**src/rtl/salm_pkg.sv**
```systemverilog
`default_nettype none
package salm_pkg;

  typedef enum logic [1:0] {
    CMD_ACCEL = 2'd0,
    CMD_HUM   = 2'd1,
    CMD_TICK  = 2'd2,
    CMD_POWER = 2'd3
  } cmd_t;

  typedef enum logic [1:0] {
    AXIS_X = 2'd0,
    AXIS_Y = 2'd1,
    AXIS_Z = 2'd2
  } axis_t;

  typedef enum logic [1:0] {
    REG_HUM_LOW  = 2'd0,
    REG_HUM_HIGH = 2'd1
  } reg_idx_t;

  localparam int unsigned CfgIdxW = 2;
  localparam logic [9:0] HumLowReset  = 10'd300;
  localparam logic [9:0] HumHighReset = 10'd700;

  typedef enum logic [2:0] {
    ST_IDLE,
    ST_WRITE,
    ST_SUM,
    ST_DIV,
    ST_OUT
  } state_t;

  // controller to datapath
  typedef struct packed {
    logic load;
    logic write;
    logic sum_clear;
    logic sum_step;
    logic div_start;
    logic finish;
  } dp_cmd_t;

  // datapath to controller
  typedef struct packed {
    logic sample;
    logic sum_done;
    logic div_done;
  } dp_stat_t;

endpackage
`default_nettype wire

```
**src/rtl/salm_ctrl.sv**
```systemverilog
`default_nettype none
module salm_ctrl (
  input  wire logic               clk,
  input  wire logic               rst_n,
  input  wire logic               in_fire,
  input  wire logic               out_busy,
  input  wire salm_pkg::dp_stat_t stat,
  output salm_pkg::dp_cmd_t       cmd,
  output logic                    idle
);
  salm_pkg::state_t state_r, state_nxt;

  always_ff @(posedge clk) begin
    if (!rst_n) begin
      state_r <= salm_pkg::ST_IDLE;
    end else begin
      state_r <= state_nxt;
    end
  end

  always_comb begin
    state_nxt = state_r;
    unique case (state_r)
      salm_pkg::ST_IDLE: begin
        if (in_fire) state_nxt = salm_pkg::ST_WRITE;
      end
      salm_pkg::ST_WRITE: begin
        state_nxt = stat.sample ? salm_pkg::ST_SUM : salm_pkg::ST_OUT;
      end
      salm_pkg::ST_SUM: begin
        if (stat.sum_done) state_nxt = salm_pkg::ST_DIV;
      end
      salm_pkg::ST_DIV: begin
        if (stat.div_done) state_nxt = salm_pkg::ST_OUT;
      end
      salm_pkg::ST_OUT: begin
        if (!out_busy) state_nxt = salm_pkg::ST_IDLE;
      end
      default: state_nxt = salm_pkg::ST_IDLE;
    endcase
  end

  always_comb begin
    cmd  = '0;
    idle = 1'b0;
    unique case (state_r)
      salm_pkg::ST_IDLE: begin
        idle     = 1'b1;
        cmd.load = in_fire;
      end
      salm_pkg::ST_WRITE: begin
        cmd.write     = 1'b1;
        cmd.sum_clear = 1'b1;
      end
      salm_pkg::ST_SUM: begin
        cmd.sum_step  = 1'b1;
        cmd.div_start = stat.sum_done;
      end
      salm_pkg::ST_DIV: ;
      salm_pkg::ST_OUT: begin
        cmd.finish = !out_busy;
      end
      default: ;
    endcase
  end
endmodule
`default_nettype wire

```
**config.mk**
```make
export PLATFORM = sky130hd
export DESIGN_NAME = salm_ctrl
export DESIGN_NICKNAME = d
export VERILOG_FILES = /design/src/rtl/salm_pkg.sv /design/src/rtl/salm_ctrl.sv
export SDC_FILE = /design/constraint.sdc
export NUM_CORES = 1
export LEC_CHECK = 0
export ABC_AREA = 1
export BUFFER_PORTS_ARGS = -buffer_cell sky130_fd_sc_hd__buf_2
export CAP_MARGIN = 30
export CORE_AREA = 2 2 39 41
export CTS_CLUSTER_SIZE = 20
export DETAILED_ROUTE_END_ITERATION = 10
export DIE_AREA = 0 0 41 43
export GPL_TIMING_DRIVEN = 0
export PLACE_DENSITY_LB_ADDON = 0.1
export SLEW_MARGIN = 15
export SYNTH_ARGS = -nofsm -noshare
export SYNTH_HDL_FRONTEND = slang
export SYNTH_SLANG_ARGS = --single-unit
```
**constraint.sdc**
```tcl
create_clock -name clk -period 1.5 [get_ports clk]
set_input_delay 0.15 -clock clk [delete_from_list [all_inputs] [get_ports clk]]
set_output_delay 0.15 -clock clk [all_outputs]
set_load 0.03 [all_outputs]
```
==> impl_metrics.env <==
export IMPL_crit_chain="inv_2 > nor2_2 > nand2_1 > inv_1 > buf_4 > buf_2"
export IMPL_max_freq_ghz=0.742
export IMPL_setup_viol=0
export IMPL_yosysSeqAreaShare=0.241
export IMPL_wirelength_um=567
export IMPL_p_leak_nw=0.215
export IMPL_clock_sinks=3
export IMPL_core_um2=1380
export IMPL_die_w_um=41
export IMPL_rr_startpoint="state_r[1]$_SDFFE_PN0P_"
export IMPL_pre_cts_ws_ns=0.378
export IMPL_ys_ff_latch=3
export IMPL_synthDistinctLibCells=13
export IMPL_drt_iter0_markers=0
export IMPL_die_area_um2=1760
export IMPL_via_count=281
export IMPL_overflow=0
export IMPL_grt_pass1_wl_um=938
export IMPL_drtAntennaViolNets=0
export IMPL_crit_start="state_r[0]$_SDFFE_PN0P_"
export IMPL_layout_commonest_cell="buf_2"
export IMPL_power_density_nw_per_um2=2420
export IMPL_htreeDepth=1
export IMPL_rsz0062_at_grt="false"
export IMPL_post_cts_buffers=0
export IMPL_syn_instance_count=42
export IMPL_start_util=0.180
export IMPL_avgSynthCellArea_um2=5.93
export IMPL_yosysWarnings=0
export IMPL_min_period_ns=1.35
export IMPL_synth_area_um2=249
export IMPL_dr_pass1_iters=1
export IMPL_hold_start="rst_n"
export IMPL_io_pins=14
export IMPL_reg_top3="state_r: 3 flops"
export IMPL_crit_type="register to primary output"
export IMPL_status="finished clean"
export IMPL_cts_buffers=3
export IMPL_antenna_found_initial=0
export IMPL_post_dp_cell_area_um2=334
export IMPL_path_clk_slew_ns=0.04
export IMPL_io_buffers=13
export IMPL_timing_final_hold_violations=0
export IMPL_grt_max_degree=7
export IMPL_max_stage_delay_ns=0.38
export IMPL_worstMarginPinSlew_ns=0.220
export IMPL_required_ns=1.35
export IMPL_cap_violations=0
export IMPL_cp_buffers_inverters=4
export IMPL_track_usage=0.0821
export IMPL_place_gp_congestion=0.669
export IMPL_clockBufferDepth=2
export IMPL_crit_path_top_delay_cell="dfxtp_1"
export IMPL_skew_ns=0.000843
export IMPL_nFillCells=171
export IMPL_crit_path_end_kind="primary output"
export IMPL_crit_family="buffers and inverters"
export IMPL_slew_headroom=0.853
export IMPL_cts_tree="built"
export IMPL_totalNegativeSetupSlack_ns=0
export IMPL_largest_reg_flops=3
export IMPL_design_area_um2=363
export IMPL_most_common_layout_cells="buf_2 (12), nand2_1 (10), nor2_1 (6)"
export IMPL_grt_pass1_vias=250
export IMPL_hpwl_um=484
export IMPL_arrival_ns=1.20
export IMPL_route_detailed_drc=0
export IMPL_finalMaxSlewViolations=0
export IMPL_num_rows=14
export IMPL_syn2layout_area_growth_pct=45.7
export IMPL_drive_gt1_frac=0.475
export IMPL_via_per_inst=3.75
export IMPL_wl_per_cell_um=7.56
export IMPL_ir_worst_vdd_uv=587
export IMPL_hold_class="input pin to register"
export IMPL_root_buffer="clkbuf_4"
export IMPL_nNetsFinal=67
export IMPL_worstSkewPairLatency_ns=0.23
export IMPL_period_share=0.899
export IMPL_synth_nets=49
export IMPL_die_h_um=43
export IMPL_layout_setup_ws_ns=0.151
export IMPL_worstSetupStartpointType="register"
export IMPL_antenna_cells=0
export IMPL_regMostFlops="state_r"
export IMPL_cp_max_fo=4
## worst reg2reg max path, delay by kind of cell, from the launching register on
family,cells,cell delay [ns]
DFF,1,0.43
and+or+nand+nor,7,0.56
## path summary, 6_finish.rpt
path                                                 to  slack, ns  depth (start not counted)
worst max-delay path                             cmd[4]       0.15                          6
worst min-delay path            state_r[0]$_SDFFE_PN0P_       0.19                          3
worst max register to register  state_r[2]$_SDFFE_PN0P_       0.41                          7
worst min register to register  state_r[0]$_SDFFE_PN0P_       0.57                          2
## per-stage QoR
step | hold slack (ns) | instances | power [mW] | utilization
3_5_place_dp | 0.427 | 71 | 0.748 | 0.241
2_1_floorplan | 0.285 | 42 | 0.616 | -
3_3_place_gp | 0.420 | 71 | 0.759 | 0.241
6_report | 0.186 | 75 | 0.879 | 0.262
5_1_grt | 0.181 | 75 | 0.976 | 0.262
4_1_cts | 0.178 | 75 | 0.896 | 0.260
## cell usage after synthesis, drive strengths merged
cell	instances	area share
nand2	12	0.20
nor3	1	0.020
buf	1	0.030
nand3	4	0.10
a21oi	2	0.040
inv	7	0.11
dfxtp	3	0.24
nor2	12	0.26
## logic make-up (layout without fill, tap and decap cells)
family | after synthesis | in the layout | share of synthesized area
AND/OR/NAND/NOR | 29 | 29 | 0.583
buffers and inverters | 8 | 25 | 0.136
flip-flops | 3 | 3 | 0.241
AO/OA/AOI/OAI | 2 | 2 | 0.0402
## layout make-up
class / count / area [µm²] / area share
plain buffers: 1 / 7.51 / 0.0207
clock buffers: 4 / 26.3 / 0.0724
inverters: 7 / 26.3 / 0.0724
multi-input cells: 31 / 155 / 0.428
flip-flops and latches: 3 / 60.1 / 0.166
well taps: 16 / 20.0 / 0.0552
repair buffers: 13 / 67.6 / 0.186
## per-layer routing
| metal | vias to the layer above | part of all wire | track usage |
|---|---|---|---|
| met2 | 5 | 0.52 | 0.109 |
| met4 | 0 | 0 | 0.0800 |
| met1 | 117 | 0.44 | 0.0924 |
| li1 | 159 | - | - |
| met3 | 0 | 0.039 | 0.0314 |
| met5 | - | 0 | 0 |
## power breakdown
group          total, mW  internal [mW]  switching [mW]
combinational      0.575          0.189           0.386
sequential         0.165          0.116          0.0491
clock              0.139         0.0995          0.0395
## repair_timing
action / 4_1_cts / 5_1_grt
hold buffers: 0 / 0
setup endpoints to repair: 0 / 1
resized for setup: 0 / 1
No activity file was read; power rests on OpenSTA's default activity.
