$ cat src/rtl/salm_pkg.sv
`default_nettype none
package salm_pkg;

  typedef enum logic [1:0] {
    CMD_ACCEL = 2'd0,
    CMD_HUM   = 2'd1,
    CMD_TICK  = 2'd2,
    CMD_POWER = 2'd3
  } cmd_t;

  typedef enum logic [1:0] {
    AXIS_X = 2'd0,
    AXIS_Y = 2'd1,
    AXIS_Z = 2'd2
  } axis_t;

  typedef enum logic [1:0] {
    REG_HUM_LOW  = 2'd0,
    REG_HUM_HIGH = 2'd1
  } reg_idx_t;

  localparam int unsigned CfgIdxW = 2;
  localparam logic [9:0] HumLowReset  = 10'd300;
  localparam logic [9:0] HumHighReset = 10'd700;

  typedef enum logic [2:0] {
    ST_IDLE,
    ST_WRITE,
    ST_SUM,
    ST_DIV,
    ST_OUT
  } state_t;

  // controller to datapath
  typedef struct packed {
    logic load;
    logic write;
    logic sum_clear;
    logic sum_step;
    logic div_start;
    logic finish;
  } dp_cmd_t;

  // datapath to controller
  typedef struct packed {
    logic sample;
    logic sum_done;
    logic div_done;
  } dp_stat_t;

endpackage
`default_nettype wire

$ cat src/rtl/salm_ram.sv
`default_nettype none
module salm_ram #(
  parameter int unsigned WIDTH = 8,
  parameter int unsigned DEPTH = 8
) (
  input  wire logic                                           clk,
  input  wire logic                                           we,
  input  wire logic [((DEPTH > 1) ? $clog2(DEPTH) : 1)-1:0] waddr,
  input  wire logic [WIDTH-1:0]                               wdata,
  input  wire logic [((DEPTH > 1) ? $clog2(DEPTH) : 1)-1:0] raddr,
  output logic      [WIDTH-1:0]                               rdata
);
  logic [WIDTH-1:0] mem [DEPTH];

  always_ff @(posedge clk) begin
    if (we) begin
      mem[waddr] <= wdata;
    end
    rdata <= mem[raddr];
  end
endmodule
`default_nettype wire

$ cat src/rtl/salm_dp.sv
`default_nettype none
module salm_dp #(
  parameter int unsigned WINDOW_DEPTH = 8
) (
  input  wire logic                clk,
  input  wire logic                rst_n,
  input  wire salm_pkg::dp_cmd_t   cmd,
  output salm_pkg::dp_stat_t       stat,
  input  wire logic [1:0]          in_cmd,
  input  wire logic signed [15:0]  in_accel_x,
  input  wire logic signed [15:0]  in_accel_y,
  input  wire logic signed [15:0]  in_accel_z,
  input  wire logic [9:0]          in_humidity_sample,
  input  wire logic                in_power_on,
  input  wire logic [9:0]          hum_low,
  input  wire logic [9:0]          hum_high,
  output logic                     res_valid,
  output logic [3:0]               res_leds,
  output logic signed [15:0]       res_mx,
  output logic signed [15:0]       res_my,
  output logic signed [15:0]       res_mz,
  output logic [9:0]               res_mh,
  output logic [1:0]               res_axis,
  output logic                     res_changed,
  output logic                     res_danger
);
  localparam int unsigned AW  = (WINDOW_DEPTH > 1) ? $clog2(WINDOW_DEPTH) : 1;
  localparam int unsigned FW  = $clog2(WINDOW_DEPTH + 1);
  localparam int unsigned SW  = 16 + FW;
  localparam int unsigned DCW = $clog2(SW + 1);
  localparam logic [FW-1:0] FillMax = FW'(WINDOW_DEPTH);

  logic [1:0]        cmd_r;
  logic signed [15:0] ax_r, ay_r, az_r;
  logic [9:0]        hs_r;
  logic              pon_r;
  logic              powered_r;
  logic              blue_r, red_r, green_r, yellow_r;
  logic [AW-1:0]     aslot_r, hslot_r;
  logic [FW-1:0]     afill_r, hfill_r;
  logic signed [15:0] mx_r, my_r, mz_r;
  logic [9:0]        mh_r;
  logic [1:0]        prev_r;
  logic              changed_r, danger_r, valid_r;

  logic is_acc, is_hum;
  assign is_acc = (cmd_r == salm_pkg::CMD_ACCEL);
  assign is_hum = (cmd_r == salm_pkg::CMD_HUM);
  assign stat.sample = powered_r && (is_acc || is_hum);

  logic [FW-1:0] fill;
  assign fill = is_acc ? afill_r : hfill_r;

  // read address sweep
  logic [FW-1:0] ridx_r;
  logic          rv_r;
  logic [AW-1:0] raddr;
  assign raddr = ridx_r[AW-1:0];

  logic [47:0] a_rd;
  logic [9:0]  h_rd;

  salm_ram #(.WIDTH(48), .DEPTH(WINDOW_DEPTH)) u_aram (
    .clk, .we(cmd.write && powered_r && is_acc), .waddr(aslot_r),
    .wdata({az_r, ay_r, ax_r}), .raddr(raddr), .rdata(a_rd)
  );
  salm_ram #(.WIDTH(10), .DEPTH(WINDOW_DEPTH)) u_hram (
    .clk, .we(cmd.write && powered_r && is_hum), .waddr(hslot_r),
    .wdata(hs_r), .raddr(raddr), .rdata(h_rd)
  );

  logic signed [SW-1:0] sx_r, sy_r, sz_r;
  logic [SW-1:0]        sh_r;
  logic                 issued;
  assign issued = (ridx_r == fill);
  assign stat.sum_done = cmd.sum_step && issued && !rv_r;

  // serial restoring divider, three lanes of magnitude plus humidity
  logic [SW-1:0] q_r [4];
  logic [FW:0]   rm_r [4];
  logic [3:0]    neg_r;
  logic [DCW-1:0] dcnt_r;
  logic          dbusy_r;
  assign stat.div_done = dbusy_r && (dcnt_r == '0);

  logic [FW:0] rsh [4];
  logic [SW-1:0] qn [4];
  logic [FW:0] rn [4];
  always_comb begin
    for (int k = 0; k < 4; k++) begin
      rsh[k] = {rm_r[k][FW-1:0], q_r[k][SW-1]};
      qn[k]  = {q_r[k][SW-2:0], 1'b0};
      rn[k]  = rsh[k];
      if (rsh[k] >= {1'b0, fill}) begin
        rn[k]    = rsh[k] - {1'b0, fill};
        qn[k][0] = 1'b1;
      end
    end
  end

  logic [SW-1:0] qs [3];
  always_comb begin
    for (int k = 0; k < 3; k++) begin
      qs[k] = neg_r[k] ? (~q_r[k] + 1'b1) : q_r[k];
    end
  end

  // tick decision
  logic [15:0] absx, absy, absz, best;
  logic [1:0]  axis;
  logic        dng;
  always_comb begin
    absx = mx_r[15] ? 16'(-mx_r) : 16'(mx_r);
    absy = my_r[15] ? 16'(-my_r) : 16'(my_r);
    absz = mz_r[15] ? 16'(-mz_r) : 16'(mz_r);
    axis = salm_pkg::AXIS_X;
    best = absx;
    if (absy > best) begin
      axis = salm_pkg::AXIS_Y;
      best = absy;
    end
    if (absz > best) axis = salm_pkg::AXIS_Z;
    dng = (mh_r <= hum_low) || (mh_r >= hum_high);
  end

  always_ff @(posedge clk) begin
    if (cmd.load) begin
      cmd_r <= in_cmd;
      ax_r  <= in_accel_x;
      ay_r  <= in_accel_y;
      az_r  <= in_accel_z;
      hs_r  <= in_humidity_sample;
      pon_r <= in_power_on;
    end
    if (cmd.sum_clear) begin
      sx_r <= '0;
      sy_r <= '0;
      sz_r <= '0;
      sh_r <= '0;
    end else if (cmd.sum_step && rv_r) begin
      sx_r <= sx_r + SW'(signed'(a_rd[15:0]));
      sy_r <= sy_r + SW'(signed'(a_rd[31:16]));
      sz_r <= sz_r + SW'(signed'(a_rd[47:32]));
      sh_r <= sh_r + SW'(h_rd);
    end
    if (cmd.div_start) begin
      q_r[0] <= sx_r[SW-1] ? SW'(-sx_r) : SW'(sx_r);
      q_r[1] <= sy_r[SW-1] ? SW'(-sy_r) : SW'(sy_r);
      q_r[2] <= sz_r[SW-1] ? SW'(-sz_r) : SW'(sz_r);
      q_r[3] <= sh_r;
      neg_r  <= {1'b0, sz_r[SW-1], sy_r[SW-1], sx_r[SW-1]};
      for (int k = 0; k < 4; k++) rm_r[k] <= '0;
    end else if (dbusy_r && dcnt_r != '0) begin
      for (int k = 0; k < 4; k++) begin
        q_r[k]  <= qn[k];
        rm_r[k] <= rn[k];
      end
    end
  end

  always_ff @(posedge clk) begin
    if (!rst_n) begin
      powered_r <= 1'b0;
      {blue_r, red_r, green_r, yellow_r} <= '0;
      aslot_r   <= '0;
      hslot_r   <= '0;
      afill_r   <= '0;
      hfill_r   <= '0;
      mx_r      <= '0;
      my_r      <= '0;
      mz_r      <= '0;
      mh_r      <= '0;
      prev_r    <= salm_pkg::AXIS_X;
      changed_r <= 1'b0;
      danger_r  <= 1'b0;
      valid_r   <= 1'b0;
      ridx_r    <= '0;
      rv_r      <= 1'b0;
      dbusy_r   <= 1'b0;
      dcnt_r    <= '0;
    end else begin
      rv_r <= 1'b0;
      if (cmd.finish) valid_r <= 1'b0;
      if (cmd.sum_clear) ridx_r <= '0;
      if (cmd.sum_step && !issued) begin
        ridx_r <= ridx_r + 1'b1;
        rv_r   <= 1'b1;
      end
      if (cmd.div_start) begin
        dbusy_r <= 1'b1;
        dcnt_r  <= DCW'(SW);
      end else if (dbusy_r) begin
        if (dcnt_r == '0) begin
          dbusy_r <= 1'b0;
          if (is_acc) begin
            mx_r <= 16'(qs[0]);
            my_r <= 16'(qs[1]);
            mz_r <= 16'(qs[2]);
          end else begin
            mh_r <= 10'(q_r[3]);
          end
          valid_r <= 1'b1;
        end else begin
          dcnt_r <= dcnt_r - 1'b1;
        end
      end
      if (cmd.write) begin
        changed_r <= 1'b0;
        danger_r  <= 1'b0;
        unique case (cmd_r)
          salm_pkg::CMD_ACCEL: begin
            if (powered_r) begin
              red_r   <= !red_r;
              aslot_r <= (aslot_r == AW'(WINDOW_DEPTH - 1)) ? '0 : aslot_r + 1'b1;
              if (afill_r != FillMax) afill_r <= afill_r + 1'b1;
            end else begin
              valid_r <= 1'b1;
            end
          end
          salm_pkg::CMD_HUM: begin
            if (powered_r) begin
              hslot_r <= (hslot_r == AW'(WINDOW_DEPTH - 1)) ? '0 : hslot_r + 1'b1;
              if (hfill_r != FillMax) hfill_r <= hfill_r + 1'b1;
            end else begin
              valid_r <= 1'b1;
            end
          end
          salm_pkg::CMD_TICK: begin
            blue_r    <= powered_r;
            prev_r    <= axis;
            changed_r <= (axis != prev_r);
            if (powered_r) begin
              green_r  <= (axis == salm_pkg::AXIS_Z);
              yellow_r <= dng;
              danger_r <= dng;
            end
            valid_r <= 1'b1;
          end
          salm_pkg::CMD_POWER: begin
            powered_r <= pon_r;
            if (pon_r) begin
              blue_r <= 1'b1;
            end else begin
              {blue_r, red_r, green_r, yellow_r} <= '0;
            end
            valid_r <= 1'b1;
          end
          default: ;
        endcase
      end
    end
  end

  assign res_valid   = valid_r;
  assign res_leds    = {blue_r, red_r, green_r, yellow_r};
  assign res_mx      = mx_r;
  assign res_my      = my_r;
  assign res_mz      = mz_r;
  assign res_mh      = mh_r;
  assign res_axis    = prev_r;
  assign res_changed = changed_r;
  assign res_danger  = danger_r;
endmodule
`default_nettype wire
$ cat config.mk
export PLATFORM = sky130hd
export DESIGN_NAME = salm_dp
export DESIGN_NICKNAME = d
export VERILOG_FILES = /design/src/rtl/salm_pkg.sv /design/src/rtl/salm_ram.sv /design/src/rtl/salm_dp.sv
export SDC_FILE = /design/constraint.sdc
export NUM_CORES = 1
export LEC_CHECK = 0
export BUFFER_PORTS_ARGS = -buffer_cell sky130_fd_sc_hd__buf_2
export CORE_ASPECT_RATIO = 0.75
export CORE_UTILIZATION = 34
export CTS_CLUSTER_SIZE = 25
export DETAILED_ROUTE_END_ITERATION = 7
export GPL_ROUTABILITY_DRIVEN = 0
export PLACE_DENSITY_LB_ADDON = 0.15
export SLEW_MARGIN = 20
export SYNTH_ARGS = -nofsm -noshare
export SYNTH_HDL_FRONTEND = slang
export SYNTH_SLANG_ARGS = --single-unit
$ cat constraint.sdc
create_clock -name clk -period 10.1 [get_ports clk]
set_input_delay 1.515 -clock clk [delete_from_list [all_inputs] [get_ports clk]]
set_output_delay 1.515 -clock clk [all_outputs]
set_load 0.05 [all_outputs]
==> results.md, run 1 <==
- Status: complete, no violations
- Vias in the first global route: 25148
- Tot GR Track Use: 0.1633
- Max cap viols: 0
- Max Slew Vio Count: 0
- Clk Latency, worst-skew pair: 670 ps
- Row count: 106
- Initial antenna violation count: 3
- Area share of the largest cell type after synthesis: 0.4826
- Final Hold Vio Count: 0
- Achievable Freq: 157.0 MHz
- Core area: 112300 sq um
- Synth Area in Compound Gates: 0.09291
- Worst EP required: 10650 ps
- Mean post-synth cell area: 12.96 sq um
- Synth top area cells: edfxtp_1, dfxtp_1, mux4_2
- Area Overhead vs Synth: 14.21%
- DR iter-0 viols: 1276
- Worst vdd ir: 146.1 uV
- Dominant cell type by area after synthesis: edfxtp_1
- Synthesized flop and latch total: 855
- Critical R2R Launch: res_mx[3]$_SDFFE_PN0P_
- Post-DR wirelength/cell: 19.77 um
- Largest family of logic cells by synthesized area: simple AND/OR/NAND/NOR gates
- Post-CTS sizing: 0
- Mapped Nets: 3247
- Cells after Synth: 2996
- Nets: 3403
- Worst rel slew slack: 0.2715
- Final setup viols: 0
- Die X: 392.2 um
- Critical-path maximum fanout: 16
- Mux cell area share after synthesis: 0.09094
- Worst-path clk slew: 60 ps
- Largest net degree at the start of global routing: 84
- Clock skew: 23.05 ps
- Number of synthesized flops with an enable pin: 624
- CTS sink cnt: 855
- Critical path origin: res_mx[3]$_SDFFE_PN0P_
- FF-to-FF End: res_changed$_SDFFE_PN0P_
- Inserted Clock Buffers: 90
- Area share of fa/ha/maj cells after synthesis: 0.05375
- Share of layout cells above drive strength 1: 0.1726
- Xor and xnor area share after synthesis: 0.04331
- Cell Area, Synth: 38830 sq um
- Wire length of the first global-routing pass: 145900 um
- Prevailing post-synth register cell: edfxtp_1
- Reg2reg setup slack: 3730 ps
- Design Power: 7.638 mW
- DP HPWL: 61050 um
- Initial Util: 0.3456
- PwrDens: 172.3 nW/um^2
- Hold Buf Count CTS: 0
- Root buffer cell: clkbuf_16
- Worst slew pin tran: 1087 ps
- CTS Buffer Depth: 3
- CP Capture Type: register
- Worst Hold Class: reg2reg
- CP arrival: 6910 ps
- Final TNS setup: 0 ps
- Port Buffers: 158
- H-tree Lvls: 3
- Detail Route Antenna Nets: 0
- Die H: 294.7 um
- CTS tree: built
- Critical Path End: res_changed$_SDFFE_PN0P_
- Synth Area in Simple Gates: 0.09600
- YS warnings: 0
- Fraction of the cycle the final worst path needs: 0.6305
- Post-CTS setup buffers: 0
- ANT cells: 0
- Unrepaired setup endpoints after global routing: no
- DRC errors left: 0
- Leakage power: 15.90 nW
- Via-to-Cell Ratio: 5.123
- Crit Path Class: reg2reg
- I/O pins: 159
- Post-synth cell types: 78
- Synth async-reset ratio: 0
- GRT overflow: 0
- Count leader, synth: edfxtp_1
- Crit start category: register
- Total Wirelength: 93700 um
- Cell depth of the worst flop-to-flop path: 20
- Die area: 115600 sq um
- Crit path time final: 6368 ps
- Synth top cells by count: edfxtp_1, nand2_1, dfxtp_1
- DRT Pass-1 Iters: 5
- Via count: 24281
- Register area share after synthesis: 0.6017
==> critical path, stage by stage (launching register included) <==
cell	delay, ps
dfxtp_1	370
or4_4	600
nor4_4	170
nand3b_1	120
or2_4	250
o41ai_4	210
xor2_1	380
ha_1	330
a21o_1	160
a21oi_1	160
o21ai_0	130
a211oi_2	780
nor2_1	300
nor2_1	160
a21oi_1	70
ha_1	330
nand4_1	120
or2_2	340
o31ai_1	870
and4b_1	320
o21ai_0	100
==> how the worst min path moves through the flow <==
stage,from,to,cells after the start
floorplan,sx_r[19]$_SDFFE_PP0P_,neg_r[0]$_DFFE_PP_,0
finish,sh_r[9]$_SDFFE_PP0P_,sh_r[9]$_SDFFE_PP0P_,2
global route,sh_r[3]$_SDFFE_PP0P_,sh_r[3]$_SDFFE_PP0P_,2
detailed placement,sh_r[9]$_SDFFE_PP0P_,sh_r[9]$_SDFFE_PP0P_,2
global placement,sh_r[0]$_SDFFE_PP0P_,sh_r[0]$_SDFFE_PP0P_,2
CTS,sh_r[9]$_SDFFE_PP0P_,sh_r[9]$_SDFFE_PP0P_,2
==> cells by family (layout without fill, tap and decap cells) <==
family,Yosys count,count (layout)
mux,200,200
xor+xnor,192,192
buf+inv,214,446
compound gates,579,579
fa+ha+maj,162,162
flops,855,855
simple gates,794,794
==> power by group <==
group          switching (mW)  total [mW]  internal, mW  leakage (nW)
clock network            1.40        3.31          1.91          1.45
registers              0.0813        3.93          3.85          7.70
logic                   0.256       0.397         0.141          6.75
total                    1.74        7.64          5.90          15.9
==> per-stage QoR <==
step / hold slack [ps] / instances / utilization / area (sq um) / setup WS [ps]
floorplan: 428.3 / 2996 / - / 38830 / 3223
global placement: 472.7 / 4572 / 0.3683 / 41370 / 4065
detailed placement: 474.9 / 4572 / 0.3683 / 41370 / 3936
CTS: 487.6 / 4740 / 0.3947 / 44340 / 3872
global route: 507.9 / 4740 / 0.3947 / 44340 / 3422
finish: 481.6 / 4740 / 0.3947 / 44340 / 3732
==> layer usage <==
layer / global-route usage / vias to the layer above / share of wire
met2: 0.2750 / 424 / 0.48
met3: 0.03037 / 163 / 0.040
met4: 0.04859 / 6 / 0.027
met5: 0 / - / 0.00039
met1: 0.2131 / 12117 / 0.45
li1: - / 11571 / -
==> final cells by class <==
class,instances,area [sq um]
clock buffer,126,2562
fill,10575,67990
multi-input combinational,1927,14740
timing repair buffer,191,1045
tap,1512,1892
inverter,87,326.6
clock inverter,42,401.6
sequential,855,23370
==> placed cells by master (no fill, tap or decap), types with 9 or more instances in the layout <==
cell type,count
nor2_1,180
nand2_1,330
a21oi_1,168
nor3_1,33
o21ai_0,165
nand3_1,40
xnor2_1,86
or4_1,15
a211oi_1,48
nand4_1,22
a31oi_1,16
inv_1,85
edfxtp_1,624
clkbuf_16,94
buf_4,33
clkinv_2,18
and3_1,20
mux2i_1,24
clkinv_1,9
mux4_2,116
dfxtp_1,228
xor2_1,106
clkbuf_1,23
o21a_1,10
clkbuf_8,9
or3_1,29
buf_2,157
a21o_1,39
ha_1,154
o211ai_1,10
o41ai_1,15
nand2b_1,25
mux2_2,59
o31ai_1,45
nor2b_1,24
==> registers in the layout (all words and copies together) (netlist names), 20 cells and up <==
name and cells:
sh_r 20, sy_r 20, q_r 80, sx_r 20, u_aram.mem 384, u_hram.mem 80, u_aram.rdata 48, sz_r 20
Note: power is estimated with default switching activity, not from simulation.
==> run 2, diff against run 1 <==
==> constraint.sdc (replaced) <==
create_clock -name clk -period 6.25 [get_ports clk]
set_input_delay 0.9375 -clock clk [delete_from_list [all_inputs] [get_ports clk]]
set_output_delay 0.9375 -clock clk [all_outputs]
set_load 0.05 [all_outputs]
==> run 2 against run 1 <==
Cell count about the same. Non-clock buffer count unchanged. Core utilization increased by 0.052 points. Sequential power increased by 62%. Sequential cell count unchanged. Fmax increased by 9.8%. Power increased by 62%. Worst hold slack got worse by 72 ps. Global-route usage about the same. Count of clock-buffer cells in the layout increased by 1. Clock skew increased by 17 ps. Critical endpoint unchanged.
==> results.md, run 2 (synthesized netlist as in run 1, its figures left out) <==
- Final Hold Vio Count: 0
- DRT Pass-1 Iters: 5
- Final setup viols: 0
- Detail Route Antenna Nets: 0
- Unrepaired setup endpoints after global routing: no
- Tot GR Track Use: 0.1629
- Switching Share: 0.2302
- Vias in the first global route: 24953
- DP Area: 41390 sq um
- CTS Buffer Depth: 3
- Share of layout cells above drive strength 1: 0.1733
- Die area: 115600 sq um
- Commonest cells after routing, fill and taps aside: edfxtp_1, nand2_1, dfxtp_1
- Final Non-Filler Cells: 4737
- Worst slew pin tran: 960.0 ps
- CP Capture Type: register
- Design Power: 12.40 mW
- Die X: 392.2 um
- Crit path time final: 5797 ps
- Max Slew Vio Count: 0
- Util after Layout: 0.3952
- Crit Path Class: reg2reg
- Internal power: 9.543 mW
- Final WS setup: 453.0 ps
- H-tree Lvls: 3
- Critical path origin: res_mx[3]$_SDFFE_PN0P_
- Final instance area: 44400 sq um
- Clk Latency, worst-skew pair: 690 ps
- Seq pwr share: 0.513
- PwrDens: 279.2 nW/um^2
- Via-to-Cell Ratio: 5.076
- Critical Path End: res_changed$_SDFFE_PN0P_
- Worst Hold Class: in2reg
- Via count: 24047
- Placed insts: 4572
- DR iter-0 viols: 1334
- Worst rel slew slack: 0.3600
- Worst vdd ir: 228.3 uV
- Critical R2R Launch: res_mx[3]$_SDFFE_PN0P_
- Clock Power Share: 0.435
- Core area: 112300 sq um
- Hold Buf Count CTS: 0
- I/O pins: 159
- Post-DR wirelength/cell: 19.61 um
- DP HPWL: 60560 um
- Critical-path maximum fanout: 15
- Final TNS setup: 0 ps
- Area Overhead vs Synth: 14.36%
- Row count: 106
- Reg2reg setup slack: 450 ps
- Largest net degree at the start of global routing: 87
- Commonest non-fill, non-tap cell in the layout: edfxtp_1
- Biggest register: u_aram.mem
- Initial antenna violation count: 1
- Crit start category: register
- CTS tree: built
- Worst hold stages: 1
- ANT cells: 0
- Hold slack final: 409.7 ps
- Achievable Freq: 172.5 MHz
- DRC errors left: 0
- Root buffer cell: clkbuf_16
- Status: complete, no violations
- Worst EP required: 6810 ps
- Initial Util: 0.3456
- Layout fillers: 10530
- Die H: 294.7 um
- FF-to-FF End: res_changed$_SDFFE_PN0P_
- Inserted Clock Buffers: 88
- Largest registers: u_aram.mem: 384 flops, q_r: 80 flops, u_hram.mem: 80 flops
- Dpl ws: 366.9 ps
- GRT overflow: 0
- Nets: 3401
- Wire length of the first global-routing pass: 145200 um
- Max cap viols: 0
- Fraction of the cycle the final worst path needs: 0.9275
- Switch Pwr: 2.854 mW
- CTS sink cnt: 855
- Combinational power share: 0.052
- Number of flip-flops under the largest register name: 384
- Port Buffers: 158
- Total Wirelength: 92870 um
- Cell depth of the worst flop-to-flop path: 21
- Leakage power: 15.91 nW
- Worst-path clk slew: 60 ps
- Clock skew: 40.17 ps
- CP arrival: 6360 ps
[run 2: cell count changes in the layout (fill, tap and decap cells not counted), sizes merged]
cell	previous run	this run
clkinv	31	27
clkinvlp	4	3
clkbuf	126	127
bufinv	5	6
[run 2: power by group through the flow]
stage	Combinational [mW]	Clock (mW)	Sequential, mW
2_1_floorplan	0.423	0	6.45
3_3_place_gp	0.626	0	6.47
6_report	0.645	5.40	6.35
5_1_grt	0.726	5.76	6.37
4_1_cts	0.645	5.56	6.36
3_5_place_dp	0.641	0	6.48
[run 2: routing by layer]
| layer | track usage | vias up | wire length (um) |
|---|---|---|---|
| met4 | 0.04392 | 2 | 2080 |
| met2 | 0.2750 | 385 | 45520 |
| met5 | 0 | - | 12 |
| met1 | 0.2162 | 11978 | 42040 |
| li1 | - | 11549 | - |
| met3 | 0.02665 | 133 | 3225 |
[run 2: final cells by class]
type | count | area [sq um] | share of cell area
clock buffers | 127 | 2514 | 0.05661
clock inverters | 38 | 490.5 | 0.01105
inverters | 87 | 326.6 | 0.007355
multi-input cells | 1927 | 14760 | 0.3325
flip-flops and latches | 855 | 23370 | 0.5264
well taps | 1512 | 1892 | 0.04261
repair buffers | 191 | 1045 | 0.02353
[run 2: critical path, cell delays in order (launching register included)]
cell      delay (ps)
dfxtp_1          370
or4_4            600
nor4_4           170
nand3b_1         130
or2_4            260
o21ai_0          220
xor2_1           380
ha_1             190
nand4_1          190
or2_2            340
o21ai_0          210
a211oi_2          80
buf_4            190
nor2_2           260
a21oi_1          130
ha_1             330
nand4_1          130
or2_2            360
o311ai_0         400
o31ai_2          250
o311ai_0         340
o21ai_0          130
[run 2: worst min path at each step]
stage	startpoint	end
after floorplan	sx_r[19]$_SDFFE_PP0P_	neg_r[0]$_DFFE_PP_
after detailed placement	sh_r[3]$_SDFFE_PP0P_	sh_r[3]$_SDFFE_PP0P_
after CTS	in_accel_z[5]	az_r[5]$_DFFE_PP_
final	in_accel_z[5]	az_r[5]$_DFFE_PP_
after global placement	sh_r[0]$_SDFFE_PP0P_	sh_r[0]$_SDFFE_PP0P_
after global routing	in_accel_z[5]	az_r[5]$_DFFE_PP_
[run 2: timing repair]
| item | CTS | global route |
|---|---|---|
| gates resized for setup | 0 | 2 |
| buffers inserted | 0 | 0 |
| endpoints found under the setup margin | 0 | 4 |
